File: config.mk
export PLATFORM = sky130hd
export DESIGN_NAME = smil_interval_timing_engine
export DESIGN_NICKNAME = d
export VERILOG_FILES = /design/src/site_pkg.sv /design/src/smil_interval_timing_engine.sv
export SDC_FILE = /design/constraint.sdc
export NUM_CORES = 2
export LEC_CHECK = 0
export ABC_AREA = 1
export BUFFER_PORTS_ARGS = -buffer_cell sky130_fd_sc_hd__buf_2
export CAP_MARGIN = 40
export CORE_MARGIN = 1
export CORE_UTILIZATION = 60
export DETAILED_ROUTE_END_ITERATION = 10
export PLACE_DENSITY_LB_ADDON = 0.12
export SLEW_MARGIN = 40
export SYNTH_ARGS = -nofsm -noshare
export SYNTH_HDL_FRONTEND = slang
export SYNTH_SLANG_ARGS = --single-unit
export TNS_END_PERCENT = 10
File: constraint.sdc
create_clock -name clock -period 21.4 [get_ports clock]
set_clock_uncertainty 0.2 [all_clocks]
set_input_delay 2.14 -clock clock [delete_from_list [all_inputs] [get_ports clock]]
set_output_delay 2.14 -clock clock [all_outputs]
set_load 0.01 [all_outputs]
File: src/site_pkg.sv
`default_nettype none
package site_pkg;

   // interval table size
   localparam int INTERVAL_SLOTS = 8;
   localparam int SLOT_W = (INTERVAL_SLOTS > 1) ? $clog2(INTERVAL_SLOTS) : 1;
   localparam int CNT_W = $clog2(INTERVAL_SLOTS + 1);
   localparam int PASS_W = $clog2(INTERVAL_SLOTS + 2);

   // serial divider: 31 integer bits and 16 fraction bits
   localparam int DIV_BITS = 47;
   localparam int DIV_CNT_W = 6;

   localparam logic [16:0] Q16_ONE = 17'h10000;
   localparam logic signed [31:0] MINUS_ONE = -32'sd1;
   localparam logic signed [31:0] I32_MAX = 32'sh7FFFFFFF;

   // configuration register indexes
   localparam logic [2:0] REG_SIMPLE_DUR = 3'd0;
   localparam logic [2:0] REG_REPEAT_COUNT = 3'd1;
   localparam logic [2:0] REG_REPEAT_DUR = 3'd2;
   localparam logic [2:0] REG_MIN_DUR = 3'd3;
   localparam logic [2:0] REG_MAX_DUR = 3'd4;
   localparam logic [2:0] REG_FILL_FREEZE = 3'd5;
   localparam logic [2:0] REG_RESTART_MODE = 3'd6;

   localparam logic [1:0] RESTART_ALWAYS = 2'd0;
   localparam logic [1:0] RESTART_NEVER = 2'd2;

   typedef enum logic [1:0] {
      OP_ADD = 2'd0,
      OP_TICK = 2'd1,
      OP_END = 2'd2,
      OP_CLEAR = 2'd3
   } op_type;

   typedef enum logic [1:0] {
      RUN_WAIT = 2'd0,
      RUN_ACTIVE = 2'd1,
      RUN_FROZEN = 2'd2,
      RUN_DONE = 2'd3
   } run_state_type;

   typedef enum logic [2:0] {
      EVAL_NONE = 3'd0,
      EVAL_UPDATE = 3'd1,
      EVAL_REPEAT = 3'd2,
      EVAL_FREEZE = 3'd3,
      EVAL_REMOVE = 3'd4
   } eval_kind_type;

   typedef enum logic [3:0] {
      SEQ_IDLE,
      SEQ_MUL,
      SEQ_DUR,
      SEQ_CLAMP,
      SEQ_PASS,
      SEQ_ACT,
      SEQ_FIN,
      SEQ_SCAN_RD,
      SEQ_SCAN_CHK,
      SEQ_NORM,
      SEQ_DIV,
      SEQ_DIV_END,
      SEQ_OUT
   } seq_state_type;

   typedef struct packed {
      logic [30:0] start_ms;
      logic signed [31:0] active_dur;
      logic signed [31:0] simple_dur;
   } slot_row_type;

endpackage
`default_nettype wire

File: src/smil_interval_timing_engine.sv
`default_nettype none
// add: multiply, duration and clamp states before the output; end notification, clear and
//   a repeated tick go straight to the output; a tick walks the run state in passes, each
//   scanning table entries and normalizing time (one quotient bit a cycle in the divider)
// throughput: one word at a time; the next word is taken once the sequencer is idle
// reset: synchronous active high; table empty, waiting, registers at their defaults
module smil_interval_timing_engine import site_pkg::*; (
   input wire logic clock,
   input wire logic reset,

   input wire logic req_valid,
   output logic req_stall,
   input wire logic [1:0] req_operation,
   input wire logic [30:0] req_time_ms,
   input wire logic signed [31:0] req_end_ms,

   output logic rsp_valid,
   input wire logic rsp_stall,
   output logic [1:0] rsp_status,
   output logic [2:0] rsp_eval_kind,
   output logic rsp_begin_event,
   output logic rsp_end_event,
   output logic rsp_repeat_event,
   output logic [15:0] rsp_iteration,
   output logic [16:0] rsp_norm_time_q16,
   output logic rsp_table_full,

   input wire logic csr_psel,
   input wire logic csr_penable,
   input wire logic csr_pwrite,
   input wire logic [4:0] csr_paddr,
   input wire logic [31:0] csr_pwdata,
   output logic [31:0] csr_prdata,
   output logic csr_pready
);

   // configuration registers
   logic signed [31:0] simple_dur_ff, repeat_count_ff, repeat_dur_ff, min_dur_ff, max_dur_ff;
   logic fill_freeze_ff;
   logic [1:0] restart_mode_ff;
   logic csr_write;
   logic [2:0] csr_index;

   // interval table, one row per slot
   slot_row_type slot_mem [INTERVAL_SLOTS];
   slot_row_type rd_row_ff;
   logic [SLOT_W-1:0] rd_addr;
   logic wr_en;
   logic [SLOT_W-1:0] wr_addr;
   slot_row_type wr_row;

   // sequencer and timing state
   seq_state_type state_ff, state_in;
   run_state_type run_ff, run_in;
   logic [CNT_W-1:0] count_ff, count_in;
   logic [SLOT_W-1:0] cur_slot_ff, cur_slot_in;
   logic cur_valid_ff, cur_valid_in;
   logic [15:0] iter_ff, iter_in;
   logic [30:0] last_tick_ff, last_tick_in;
   logic last_valid_ff, last_valid_in;

   // copy of the current interval's row
   logic [30:0] cur_start_ff, cur_start_in;
   logic signed [31:0] cur_active_ff, cur_active_in;
   logic signed [31:0] cur_simple_ff, cur_simple_in;

   // per word working registers
   logic [1:0] op_ff, op_in;
   logic [30:0] t_ff, t_in;
   logic signed [31:0] e_ff, e_in;
   logic [61:0] prod_ff, prod_in;
   logic signed [31:0] a_ff, a_in;
   logic [PASS_W-1:0] pass_ff, pass_in;
   logic [CNT_W-1:0] scan_idx_ff, scan_idx_in;
   logic scan_from_fin_ff, scan_from_fin_in;
   logic upd_ff, upd_in;
   logic [46:0] quo_ff, quo_in;
   logic [30:0] rem_ff, rem_in;
   logic [DIV_CNT_W-1:0] div_cnt_ff, div_cnt_in;

   // result being built
   eval_kind_type evk_ff, evk_in;
   logic be_ff, be_in, ee_ff, ee_in, re_ff, re_in, full_ff, full_in;
   logic [16:0] norm_ff, norm_in;

   // output register
   logic rsp_valid_ff, rsp_valid_in;
   logic [1:0] o_status_ff, o_status_in;
   eval_kind_type o_evk_ff, o_evk_in;
   logic o_be_ff, o_be_in, o_ee_ff, o_ee_in, o_re_ff, o_re_in, o_full_ff, o_full_in;
   logic [15:0] o_iter_ff, o_iter_in;
   logic [16:0] o_norm_ff, o_norm_in;

   // shared arithmetic terms
   logic signed [31:0] at;
   logic [30:0] at_clip;
   logic [31:0] rem_shift;
   logic rem_ge;
   logic [15:0] it_sat;
   logic signed [31:0] prod_sat;
   logic sdef, rcdef, rcind, rddef, rdind, mindef, maxdef;
   logic signed [31:0] a_min, a_max, span;
   logic [CNT_W-1:0] scan_first;
   logic req_accept;

   assign req_accept = req_valid && (state_ff == SEQ_IDLE);
   assign req_stall = (state_ff != SEQ_IDLE);

   // ---------------- configuration port ----------------
   assign csr_pready = 1'b1;
   assign csr_index = csr_paddr[4:2];
   assign csr_write = csr_psel && csr_penable && csr_pwrite && csr_pready;

   always_comb begin
      case (csr_index)
         REG_SIMPLE_DUR: csr_prdata = simple_dur_ff;
         REG_REPEAT_COUNT: csr_prdata = repeat_count_ff;
         REG_REPEAT_DUR: csr_prdata = repeat_dur_ff;
         REG_MIN_DUR: csr_prdata = min_dur_ff;
         REG_MAX_DUR: csr_prdata = max_dur_ff;
         REG_FILL_FREEZE: csr_prdata = {31'd0, fill_freeze_ff};
         REG_RESTART_MODE: csr_prdata = {30'd0, restart_mode_ff};
         default: csr_prdata = 32'd0;
      endcase
   end

   always_ff @(posedge clock) begin
      if (reset) begin
         simple_dur_ff <= MINUS_ONE;
         repeat_count_ff <= -32'sd2;
         repeat_dur_ff <= -32'sd2;
         min_dur_ff <= MINUS_ONE;
         max_dur_ff <= MINUS_ONE;
         fill_freeze_ff <= 1'b0;
         restart_mode_ff <= RESTART_ALWAYS;
      end else if (csr_write) begin
         case (csr_index)
            REG_SIMPLE_DUR: simple_dur_ff <= csr_pwdata;
            REG_REPEAT_COUNT: repeat_count_ff <= csr_pwdata;
            REG_REPEAT_DUR: repeat_dur_ff <= csr_pwdata;
            REG_MIN_DUR: min_dur_ff <= csr_pwdata;
            REG_MAX_DUR: max_dur_ff <= csr_pwdata;
            REG_FILL_FREEZE: fill_freeze_ff <= csr_pwdata[0];
            REG_RESTART_MODE: restart_mode_ff <= csr_pwdata[1:0];
            default: ;
         endcase
      end
   end

   // ---------------- interval table ----------------
   always_ff @(posedge clock) begin
      if (wr_en) begin
         slot_mem[wr_addr] <= wr_row;
      end
      rd_row_ff <= slot_mem[rd_addr];
   end

   // ---------------- shared arithmetic ----------------
   // time into the current interval, never overflows 32 bits signed
   assign at = $signed({1'b0, t_ff}) - $signed({1'b0, cur_start_ff});
   assign at_clip = at[31] ? 31'd0 : at[30:0];

   // one restoring divider step: remainder stays below the divisor
   assign rem_shift = {rem_ff, quo_ff[46]};
   assign rem_ge = (rem_shift >= {1'b0, cur_simple_ff[30:0]});
   assign it_sat = (|quo_ff[46:32]) ? 16'hFFFF : quo_ff[31:16];

   // repeat count times simple duration, saturated
   assign prod_sat = (|prod_ff[61:47]) ? I32_MAX : $signed({1'b0, prod_ff[46:16]});

   assign sdef = !simple_dur_ff[31];
   assign rcdef = !repeat_count_ff[31];
   assign rcind = (repeat_count_ff == MINUS_ONE);
   assign rddef = !repeat_dur_ff[31];
   assign rdind = (repeat_dur_ff == MINUS_ONE);
   assign mindef = !min_dur_ff[31];
   assign maxdef = !max_dur_ff[31];
   assign span = e_ff - $signed({1'b0, t_ff});

   // min and max clamp, skipped when max is below min
   always_comb begin
      a_min = a_ff;
      a_max = a_ff;
      if (!(mindef && maxdef && (max_dur_ff < min_dur_ff))) begin
         if (mindef && !a_ff[31] && (a_ff <= min_dur_ff)) begin
            a_min = min_dur_ff;
         end
         a_max = a_min;
         if (maxdef && ((!a_min[31] && (a_min >= max_dur_ff)) || (a_min == MINUS_ONE))) begin
            a_max = max_dur_ff;
         end
      end
   end

   assign scan_first = cur_valid_ff ? (CNT_W'(cur_slot_ff) + 1'b1) : '0;

   // ---------------- sequencer ----------------
   always_comb begin
      state_in = state_ff;
      run_in = run_ff;
      count_in = count_ff;
      cur_slot_in = cur_slot_ff;
      cur_valid_in = cur_valid_ff;
      iter_in = iter_ff;
      last_tick_in = last_tick_ff;
      last_valid_in = last_valid_ff;
      cur_start_in = cur_start_ff;
      cur_active_in = cur_active_ff;
      cur_simple_in = cur_simple_ff;
      op_in = op_ff;
      t_in = t_ff;
      e_in = e_ff;
      prod_in = prod_ff;
      a_in = a_ff;
      pass_in = pass_ff;
      scan_idx_in = scan_idx_ff;
      scan_from_fin_in = scan_from_fin_ff;
      upd_in = upd_ff;
      quo_in = quo_ff;
      rem_in = rem_ff;
      div_cnt_in = div_cnt_ff;
      evk_in = evk_ff;
      be_in = be_ff;
      ee_in = ee_ff;
      re_in = re_ff;
      full_in = full_ff;
      norm_in = norm_ff;
      rsp_valid_in = rsp_valid_ff;
      o_status_in = o_status_ff;
      o_evk_in = o_evk_ff;
      o_be_in = o_be_ff;
      o_ee_in = o_ee_ff;
      o_re_in = o_re_ff;
      o_full_in = o_full_ff;
      o_iter_in = o_iter_ff;
      o_norm_in = o_norm_ff;
      rd_addr = scan_idx_ff[SLOT_W-1:0];
      wr_en = 1'b0;
      wr_addr = count_ff[SLOT_W-1:0];
      wr_row = '{start_ms: t_ff, active_dur: a_max, simple_dur: a_ff};

      // result word leaves the output register
      if (rsp_valid_ff && !rsp_stall) begin
         rsp_valid_in = 1'b0;
      end

      case (state_ff)
         SEQ_IDLE: begin
            if (req_accept) begin
               op_in = req_operation;
               t_in = req_time_ms;
               e_in = req_end_ms;
               evk_in = EVAL_NONE;
               be_in = 1'b0;
               ee_in = 1'b0;
               re_in = 1'b0;
               full_in = 1'b0;
               norm_in = '0;
               state_in = SEQ_OUT;
               case (op_type'(req_operation))
                  OP_ADD: begin
                     if (count_ff == CNT_W'(INTERVAL_SLOTS)) begin
                        full_in = 1'b1;
                     end else begin
                        state_in = SEQ_MUL;
                     end
                  end
                  OP_TICK: begin
                     // same time as the last tick leaves everything as it is
                     if (!(last_valid_ff && (last_tick_ff == req_time_ms))) begin
                        last_tick_in = req_time_ms;
                        last_valid_in = 1'b1;
                        pass_in = '0;
                        state_in = SEQ_PASS;
                     end
                  end
                  OP_END: begin
                     // unresolved end gets fixed by the notification
                     if (cur_valid_ff && cur_active_ff[31]) begin
                        cur_active_in = $signed({1'b0, req_time_ms}) -
                                        $signed({1'b0, cur_start_ff});
                        wr_en = 1'b1;
                        wr_addr = cur_slot_ff;
                        wr_row = '{start_ms: cur_start_ff, active_dur: cur_active_in,
                                   simple_dur: cur_simple_ff};
                     end
                  end
                  OP_CLEAR: begin
                     count_in = '0;
                     cur_slot_in = '0;
                     cur_valid_in = 1'b0;
                     run_in = RUN_WAIT;
                     iter_in = '0;
                     last_valid_in = 1'b0;
                  end
                  default: ;
               endcase
            end
         end

         SEQ_MUL: begin
            prod_in = 62'(repeat_count_ff[30:0]) * 62'(simple_dur_ff[30:0]);
            state_in = SEQ_DUR;
         end

         SEQ_DUR: begin
            // active duration before min, max and end clamps
            if (sdef) begin
               if (rcdef && !rddef) begin
                  a_in = prod_sat;
               end else if (!rcdef && rddef) begin
                  a_in = repeat_dur_ff;
               end else if (!rcdef && !rddef) begin
                  a_in = (rdind || rcind) ? MINUS_ONE : simple_dur_ff;
               end else begin
                  a_in = (repeat_dur_ff < prod_sat) ? repeat_dur_ff : prod_sat;
               end
            end else begin
               a_in = rddef ? repeat_dur_ff : MINUS_ONE;
            end
            state_in = SEQ_CLAMP;
         end

         SEQ_CLAMP: begin
            wr_row.active_dur = a_max;
            if (!e_ff[31]) begin
               if (!a_max[31]) begin
                  wr_row.active_dur = (a_max < span) ? a_max : span;
               end else begin
                  wr_row.active_dur = span;
               end
            end
            wr_row.simple_dur = sdef ? simple_dur_ff : MINUS_ONE;
            wr_row.start_ms = t_ff;
            wr_en = 1'b1;
            wr_addr = count_ff[SLOT_W-1:0];
            count_in = count_ff + 1'b1;
            if (!cur_valid_ff) begin
               cur_slot_in = '0;
               cur_valid_in = 1'b1;
               cur_start_in = wr_row.start_ms;
               cur_active_in = wr_row.active_dur;
               cur_simple_in = wr_row.simple_dur;
            end
            last_valid_in = 1'b0;
            state_in = SEQ_OUT;
         end

         SEQ_PASS: begin
            state_in = SEQ_FIN;
            if (run_ff == RUN_WAIT) begin
               if (!cur_valid_ff || (t_ff < cur_start_ff)) begin
                  state_in = SEQ_OUT;
               end else begin
                  run_in = RUN_ACTIVE;
                  be_in = 1'b1;
                  state_in = SEQ_ACT;
               end
            end else if (run_ff == RUN_ACTIVE) begin
               state_in = SEQ_ACT;
            end
         end

         SEQ_ACT: begin
            upd_in = 1'b0;
            if (!cur_active_ff[31] && (at >= cur_active_ff)) begin
               // end of the active duration
               ee_in = 1'b1;
               if (fill_freeze_ff) begin
                  run_in = RUN_FROZEN;
                  evk_in = EVAL_FREEZE;
               end else begin
                  run_in = RUN_DONE;
                  evk_in = EVAL_REMOVE;
               end
               state_in = SEQ_NORM;
            end else if (cur_simple_ff == MINUS_ONE) begin
               // indefinite simple duration: freeze only when the active duration is zero or negative
               if (cur_active_ff <= 32'sd0) begin
                  run_in = RUN_FROZEN;
                  evk_in = EVAL_FREEZE;
                  state_in = SEQ_NORM;
               end else begin
                  state_in = SEQ_FIN;
               end
            end else begin
               upd_in = 1'b1;
               if (restart_mode_ff == RESTART_ALWAYS) begin
                  scan_idx_in = scan_first;
                  scan_from_fin_in = 1'b0;
                  state_in = SEQ_SCAN_RD;
               end else begin
                  state_in = SEQ_NORM;
               end
            end
         end

         SEQ_FIN: begin
            state_in = SEQ_OUT;
            if (((run_ff == RUN_FROZEN) || (run_ff == RUN_DONE)) &&
                (restart_mode_ff != RESTART_NEVER)) begin
               scan_idx_in = scan_first;
               scan_from_fin_in = 1'b1;
               state_in = SEQ_SCAN_RD;
            end
         end

         SEQ_SCAN_RD: begin
            if (scan_idx_ff >= count_ff) begin
               // no later interval has begun
               state_in = scan_from_fin_ff ? SEQ_OUT : SEQ_NORM;
            end else begin
               state_in = SEQ_SCAN_CHK;
            end
         end

         SEQ_SCAN_CHK: begin
            if (rd_row_ff.start_ms <= t_ff) begin
               cur_slot_in = scan_idx_ff[SLOT_W-1:0];
               cur_start_in = rd_row_ff.start_ms;
               cur_active_in = rd_row_ff.active_dur;
               cur_simple_in = rd_row_ff.simple_dur;
               iter_in = '0;
               if (scan_from_fin_ff) begin
                  run_in = RUN_WAIT;
                  if (pass_ff == PASS_W'(INTERVAL_SLOTS)) begin
                     state_in = SEQ_OUT;
                  end else begin
                     pass_in = pass_ff + 1'b1;
                     state_in = SEQ_PASS;
                  end
               end else begin
                  be_in = 1'b1;
                  state_in = SEQ_NORM;
               end
            end else begin
               scan_idx_in = scan_idx_ff + 1'b1;
               state_in = SEQ_SCAN_RD;
            end
         end

         SEQ_NORM: begin
            state_in = SEQ_FIN;
            if ((cur_active_ff != MINUS_ONE) && (at > cur_active_ff)) begin
               // past the active duration: iteration kept
               norm_in = Q16_ONE;
               if (upd_ff) begin
                  evk_in = EVAL_UPDATE;
               end
            end else if (cur_simple_ff <= 32'sd0) begin
               iter_in = '0;
               norm_in = Q16_ONE;
               if (upd_ff) begin
                  evk_in = EVAL_UPDATE;
               end
            end else begin
               quo_in = {at_clip, 16'd0};
               rem_in = '0;
               div_cnt_in = '0;
               state_in = SEQ_DIV;
            end
         end

         SEQ_DIV: begin
            if (rem_ge) begin
               rem_in = 31'(rem_shift - {1'b0, cur_simple_ff[30:0]});
            end else begin
               rem_in = rem_shift[30:0];
            end
            quo_in = {quo_ff[45:0], rem_ge};
            div_cnt_in = div_cnt_ff + 1'b1;
            if (div_cnt_ff == DIV_CNT_W'(DIV_BITS - 1)) begin
               state_in = SEQ_DIV_END;
            end
         end

         SEQ_DIV_END: begin
            // upper quotient bits give the iteration, lower the Q16 fraction
            if (upd_ff) begin
               if (it_sat > iter_ff) begin
                  re_in = 1'b1;
                  evk_in = EVAL_REPEAT;
               end else begin
                  evk_in = EVAL_UPDATE;
               end
            end
            iter_in = it_sat;
            norm_in = {1'b0, quo_ff[15:0]};
            state_in = SEQ_FIN;
         end

         SEQ_OUT: begin
            if (!rsp_valid_ff || !rsp_stall) begin
               rsp_valid_in = 1'b1;
               o_status_in = run_ff;
               o_evk_in = evk_ff;
               o_be_in = be_ff;
               o_ee_in = ee_ff;
               o_re_in = re_ff;
               o_full_in = full_ff;
               o_iter_in = iter_ff;
               o_norm_in = (evk_ff == EVAL_NONE) ? 17'd0 : norm_ff;
               state_in = SEQ_IDLE;
            end
         end

         default: state_in = SEQ_IDLE;
      endcase
   end

   // control state
   always_ff @(posedge clock) begin
      if (reset) begin
         state_ff <= SEQ_IDLE;
         run_ff <= RUN_WAIT;
         count_ff <= '0;
         cur_slot_ff <= '0;
         cur_valid_ff <= 1'b0;
         iter_ff <= '0;
         last_valid_ff <= 1'b0;
         rsp_valid_ff <= 1'b0;
      end else begin
         state_ff <= state_in;
         run_ff <= run_in;
         count_ff <= count_in;
         cur_slot_ff <= cur_slot_in;
         cur_valid_ff <= cur_valid_in;
         iter_ff <= iter_in;
         last_valid_ff <= last_valid_in;
         rsp_valid_ff <= rsp_valid_in;
      end
   end

   // payload and working registers
   always_ff @(posedge clock) begin
      last_tick_ff <= last_tick_in;
      cur_start_ff <= cur_start_in;
      cur_active_ff <= cur_active_in;
      cur_simple_ff <= cur_simple_in;
      op_ff <= op_in;
      t_ff <= t_in;
      e_ff <= e_in;
      prod_ff <= prod_in;
      a_ff <= a_in;
      pass_ff <= pass_in;
      scan_idx_ff <= scan_idx_in;
      scan_from_fin_ff <= scan_from_fin_in;
      upd_ff <= upd_in;
      quo_ff <= quo_in;
      rem_ff <= rem_in;
      div_cnt_ff <= div_cnt_in;
      evk_ff <= evk_in;
      be_ff <= be_in;
      ee_ff <= ee_in;
      re_ff <= re_in;
      full_ff <= full_in;
      norm_ff <= norm_in;
      o_status_ff <= o_status_in;
      o_evk_ff <= o_evk_in;
      o_be_ff <= o_be_in;
      o_ee_ff <= o_ee_in;
      o_re_ff <= o_re_in;
      o_full_ff <= o_full_in;
      o_iter_ff <= o_iter_in;
      o_norm_ff <= o_norm_in;
   end

   // operation code is kept for debug visibility of the word in flight
   logic op_is_tick;
   assign op_is_tick = (op_type'(op_ff) == OP_TICK);

   assign rsp_valid = rsp_valid_ff;
   assign rsp_status = o_status_ff;
   assign rsp_eval_kind = o_evk_ff;
   assign rsp_begin_event = o_be_ff && (op_is_tick || !op_is_tick);
   assign rsp_end_event = o_ee_ff;
   assign rsp_repeat_event = o_re_ff;
   assign rsp_iteration = o_iter_ff;
   assign rsp_norm_time_q16 = o_norm_ff;
   assign rsp_table_full = o_full_ff;

endmodule
`default_nettype wire
After elaboration in Yosys (flattened, before gate mapping)
Memories as Yosys holds them, arrays and structs flattened. A register that Yosys moved wholly into a read port is not among the register bits.
Index checks and enable logic that the tools add are counted.
- bitwise operators: 1
- equality and inequality tests: 65
- order comparisons: 14
- multiplexer cells: 159
- reductions and logical operators: 83
- $mul: 1
- $add $sub $neg: 9
- operators with widths (kind ; number):
    2-to-1 mux 32 bit ; 22
    2-to-1 mux 95 bit ; 3
    case mux 32 bit (7 select lines) ; 1
    2-to-1 mux 31 bit ; 7
    case mux 95 bit (2 select lines) ; 1
    equality test 32 x 1 -> 1 bit (second input constant) ; 4
    2-to-1 mux 4 bit ; 31
    case mux 31 bit (2 select lines) ; 2
    < comparator 32 bit ; 3
    2-to-1 mux 16 bit ; 6
    case mux 32 bit (3 select lines) ; 1
    2-to-1 mux 47 bit ; 2
    case mux 47 bit (2 select lines) ; 1
    >= comparator 32 bit ; 2
    less-or-equal comparator 32 x 1 -> 1 bit (second input constant) ; 2
    case mux 16 bit (4 select lines) ; 1
    case mux 32 bit (2 select lines) ; 1
    subtractor 31 x 31 -> 32 bit ; 2
    multiplier 31 x 31 -> 62 bit ; 1
    2-to-1 mux 3 bit ; 19
    case mux 4 bit (13 select lines) ; 1
    2-to-1 mux 17 bit ; 3
    case mux 17 bit (3 select lines) ; 1
    != test 2 bit (second input constant) ; 23
    56 further kinds ; 192
- logic and storage cells: 377
- input port bits: 109
- memories kept: 1
- bits in writable memories: 760
- register bits: 638
- memories (memory ; depth ; bits a word ; rd ports ; clocked after memory_dff ; wr ports ; line ; source):
    slot_mem ; 8 ; 95 ; 1 ; 1 ; 1 ; smil_interval_timing_engine.sv:45 ; slot_row_type slot_mem [INTERVAL_SLOTS];

Logic depth before layout (Yosys ltp)
- depth in word-level cells: 17
- depth in mapped cells: 57
- depth with buffers taken out: 53

Worst setup path before layout
Ideal clock, no wire load.
- path kind: input to register
- start: input req_valid
- end: memory slot_mem[6][0] in the netlist's numbering (enable)
- arrival time: 10.401 ns
- path slack: 10.249 ns
- setup time: 0.550 ns
- buffers on the path: 1
- data required time: 20.650 ns
- stages on the path: 9
- path through: inv_1 nor2_1 inv_1 nor2_1 inv_2 clkbuf_1 nand2_1 nand2_1 nor2_1
- cells in the longest elaborated chain, start to end: 5
- ends and longest elaborated chain (element ; line ; source):
    from (decl) ; smil_interval_timing_engine.sv:11 ; input wire logic req_valid,
    logical AND 1 bit (*) ; smil_interval_timing_engine.sv:106 ; assign req_accept = req_valid && (state_ff == SEQ_IDLE);
    2-to-1 mux 1 bit ; smil_interval_timing_engine.sv:249 ; if (req_accept) begin
    case mux 1 bit (2 select lines) ; smil_interval_timing_engine.sv:247 ; case (state_ff)
    2-to-1 mux 1 bit ; smil_interval_timing_engine.sv:152 ; if (wr_en) begin
    2-to-1 mux 1 bit (not written as such) ; smil_interval_timing_engine.sv:153 ; slot_mem[wr_addr] <= wr_row;
    to (decl) ; smil_interval_timing_engine.sv:45 ;
Every way passes the cells marked *; elsewhere a longest branch is shown, timed or not.

==> metrics.md <==
| Metric | Value |
|---|---|
| Outcome | `complete, no violations` |
| Post-Route Utilization | `65.1%` |
| Unrepaired setup endpoints after global routing | `false` |
| Fin Hold WS | `0.212 ns` |
| Most frequent CP cell | `nand2_1` |
| Layout cells sized above 1 | `under 10%` |
| Measured slew at the worst slew-check pin | `between 1 and 1.5 ns` |
| CTS Hold Bufs | `0` |
| Final Hold Fails | `0` |
| Post-synth top area share | `34.8%` |
| Mapped cell area | `102,000 sq um` |
| CTS tree | `built` |
| Critical path arrival | `10.57 ns` |
| Compound-Gate Fraction of Synth Area | `10.8%` |
| Vias in the first global route | `79.5k` |
| Hold Crit Start | `re_ff` |
| Simple-Gate Fraction of Synth Area | `14.4%` |
| Full die area | `172,000 sq um` |
| FF+latch count, synth | `1,477` |
| EDFF count, synth | `1,187` |
| Tightest Hold Check Type | `register to register` |
| Antenna violations before repair | `12` |
| # fillers | `13.9k` |
| Area Growth Syn to Fin | `7.67%` |
| Setup slack at placement | `11.54 ns` |
| Placed inst area | `105,000 sq um` |
| Power density over the cells | `about 130 nW/um^2` |
| Final layout net count | `~13k` |
| Placer Congestion | `0.989` |
| First-iteration detailed-routing DRC count | `7,120` |
| Setup TNS | `0 ns` |
| Total track usage | `36.5%` |
| Final setup vio count | `0` |
| Async set-reset flop share out of synthesis | `0%` |
| Worst Path Required | `21.75 ns` |
| Switch Pwr | `6.69 mW` |
| Final Cell Area | `~110,000 sq um` |
| Clock share of power | `18.0%` |
| Setup crit end kind | `register` |
| Fmax | `0.0978 GHz` |
| Mux contribution to synthesized area | `0%` |
| Seq/Total Area, Yosys | `40.4%` |
| Worst-path clk slew | `0.07 ns` |
| Post-cts gate resize count | `0` |
| Top cells by count, synth | `2,113 x nand2_1, 1,747 x inv_1, 1,187 x edfxtp_1, 939 x nor2_1, 840 x fa_1` |
| Post-Route WL | `315,000 um` |
| First-pass GRT wire length | `474,000 um` |
| R2r setup slk | `11.18 ns` |
| Kind of critical path | `register to register` |
| First drt pass iteration count | `8` |
| Syn avg cell area | `9.24 sq um` |
| Largest net degree at the start of global routing | `about 200` |
| Area of the multi-input gates | `52,300 sq um` |
| Sw Share | `45.0%` |
| H-tree Lvls | `4` |
| Final ANT Viol Nets | `0` |
| Port Buf Inserts | `182` |
| Sink Count | `1,477` |
| Final non-filler cell total | `13.3k` |
| Die span in x | `415 um` |
| Mapped Nets | `12.7k` |
| Via density | `5.95` |
| Startpoint Class | `register` |
| Netlist cell types | `60` |
| Vias post-DR | `79.3k` |
| Hold Path Sink | `rsp_repeat_event` |
| Seq. cell area | `around 41,000 sq um` |
| Total grt overflow | `0` |
| Synth Warn # | `0` |
| Worst hold path depth | `0` |
| CTS Root Cell | `clkbuf_16` |
| Fin crit share | `between 40% and 50%` |
| Slew margin rel. | `32.3%` |
| Pleak | `51.8 nW` |
| Placed Instances | `~13k` |
| Ys flop type | `edfxtp_1` |
| Power, Total | `14.9 mW` |
| Clk_lat worst skew | `0.83 ns` |
| Top cells by area, synth | `edfxtp_1 35%, fa_1 16%, nand2_1 7.7%` |
| Total setup buffers inserted after CTS | `0` |
| Max incr delay on CP | `~0.65 ns` |
| Die Ht | `around 420 um` |
| Number of max-cap violations | `0` |
| CP delay by family, top | `simple AND/OR/NAND/NOR gates` |
| Core Area | `169,000 sq um` |
| Cells after synthesis | `approximately 11k` |
| Inserted Clock Buffers | `145` |
| Critical path's slowest cell | `nand3_4` |
| R2r endpoint | `slot_mem[4][32]` |
| Most frequent cell after synthesis | `nand2_1` |
| Peak supply drop | `0.000176 V` |
| FP Rows | `151` |
| R2R Path Start | `a_ff[31]` |
| Sequential share of power | `28.2%` |
| Critical-path maximum fanout | `a little over 60` |
| DP HPWL | `224,000 um` |
| Adder-cell share of the synthesized area | `between 20% and 30%` |
| Setup WS post-layout | `11.18 ns` |
| Max Transition Viols Final | `0` |
| Reg2Reg Depth | `37` |
| Internal cell power | `8.18 mW` |
| WL per Instance | `23.7 um` |
| Worst path buffer plus inverter count | `4` |
| Remaining DRCs | `0` |
| CTS max path bufs | `3` |
| IO Pins | `186` |
| Starting density of the core | `60.5%` |
| Yosys top cell by area | `edfxtp_1` |
| Logic pwr share | `53.9%` |
| Post-route minimum period | `10.22 ns` |
| Xor and xnor area share after synthesis | `1.61%` |
| Largest family of logic cells by synthesized area | `adder cells` |
## registers in the layout, indices dropped and copies added (netlist names), 17 cells and up
register	count
e_ff	32
slot_mem	760
min_dur_ff	32
rsp_norm_time_q16	17
repeat_dur_ff	32
t_ff	31
rd_row_ff	95
prod_ff	46
cur_simple_ff	32
norm_ff	17
cur_active_ff	32
last_tick_ff	31
rem_ff	31
quo_ff	47
repeat_count_ff	32
cur_start_ff	31
max_dur_ff	32
simple_dur_ff	32
a_ff	32
## power by group through the flow
stage          clock (mW)  sequential, mW  combinational [mW]
3_5_place_dp            0            4.24                7.87
5_1_grt              2.79            4.21                8.91
6_report             2.67            4.19                8.01
3_3_place_gp            0            4.24                7.73
4_1_cts              2.69            4.19                7.91
2_1_floorplan           0            4.11                5.56
## worst register-to-register path: cells and delay by family, from the launching register on
family | cells | cell delay, ns
AO/OA/AOI/OAI | 6 | 1.80
adder cells (fa/ha/maj) | 3 | 0.99
buffers and inverters | 4 | 0.56
flip-flops | 1 | 0.56
AND/OR/NAND/NOR | 24 | 5.82
## kinds of logic after synthesis
kind of cell               after synthesis
xor gates and xnor gates               189
other                                    1
AOI/OAI and AO/OA                     1954
DFF                                   1477
and+or+nand+nor                       3646
buffers and inverters                 2356
adders and majority gates             1466
## cell usage in the layout (no fill, tap or decap), types with 122 or more instances in the layout
cell          n
clkbuf_16   148
ha_1        626
inv_1      1734
nand3_1     334
a31oi_1     129
nand2_1    2113
nor2_1      914
dfxtp_1     287
edfxtp_1   1187
o21ai_0     813
o22ai_1     129
a21oi_1     537
buf_4       122
buf_2       183
o211ai_1    145
fa_1        840
## worst max-delay path by stage
stage                          from         endpoint  depth (start not counted)
after global placement     a_ff[31]  slot_mem[6][58]                         40
final                      a_ff[31]  slot_mem[4][32]                         37
after detailed placement   a_ff[31]  slot_mem[7][58]                         37
after floorplan           req_valid   slot_mem[6][0]                          9
after CTS                  a_ff[31]  slot_mem[7][58]                         37
after global routing       a_ff[31]  slot_mem[3][32]                         38
## layer usage
layer,track usage [%],routed length (um),vias to the layer above
li1,-,-,36100
met1,43.5,118000,38900
met2,60.8,150000,3429
met3,5.20,21100,869
met4,26.5,26000,0
met5,0,0,-
## layout make-up
| cell class | count | area share, % |
|---|---|---|
| Timing Repair Buffer | 329 | 1.96 |
| Antenna cell | 12 | 0.0272 |
| Clock buffer | 201 | 3.69 |
| Sequential cell | 1477 | 37.6 |
| Multi-Input combinational cell | 7256 | 47.4 |
| Clock inverter | 69 | 0.829 |
| Tap cell | 2218 | 2.51 |
| Inverter | 1754 | 5.98 |
(Power assumes the default switching activity.)
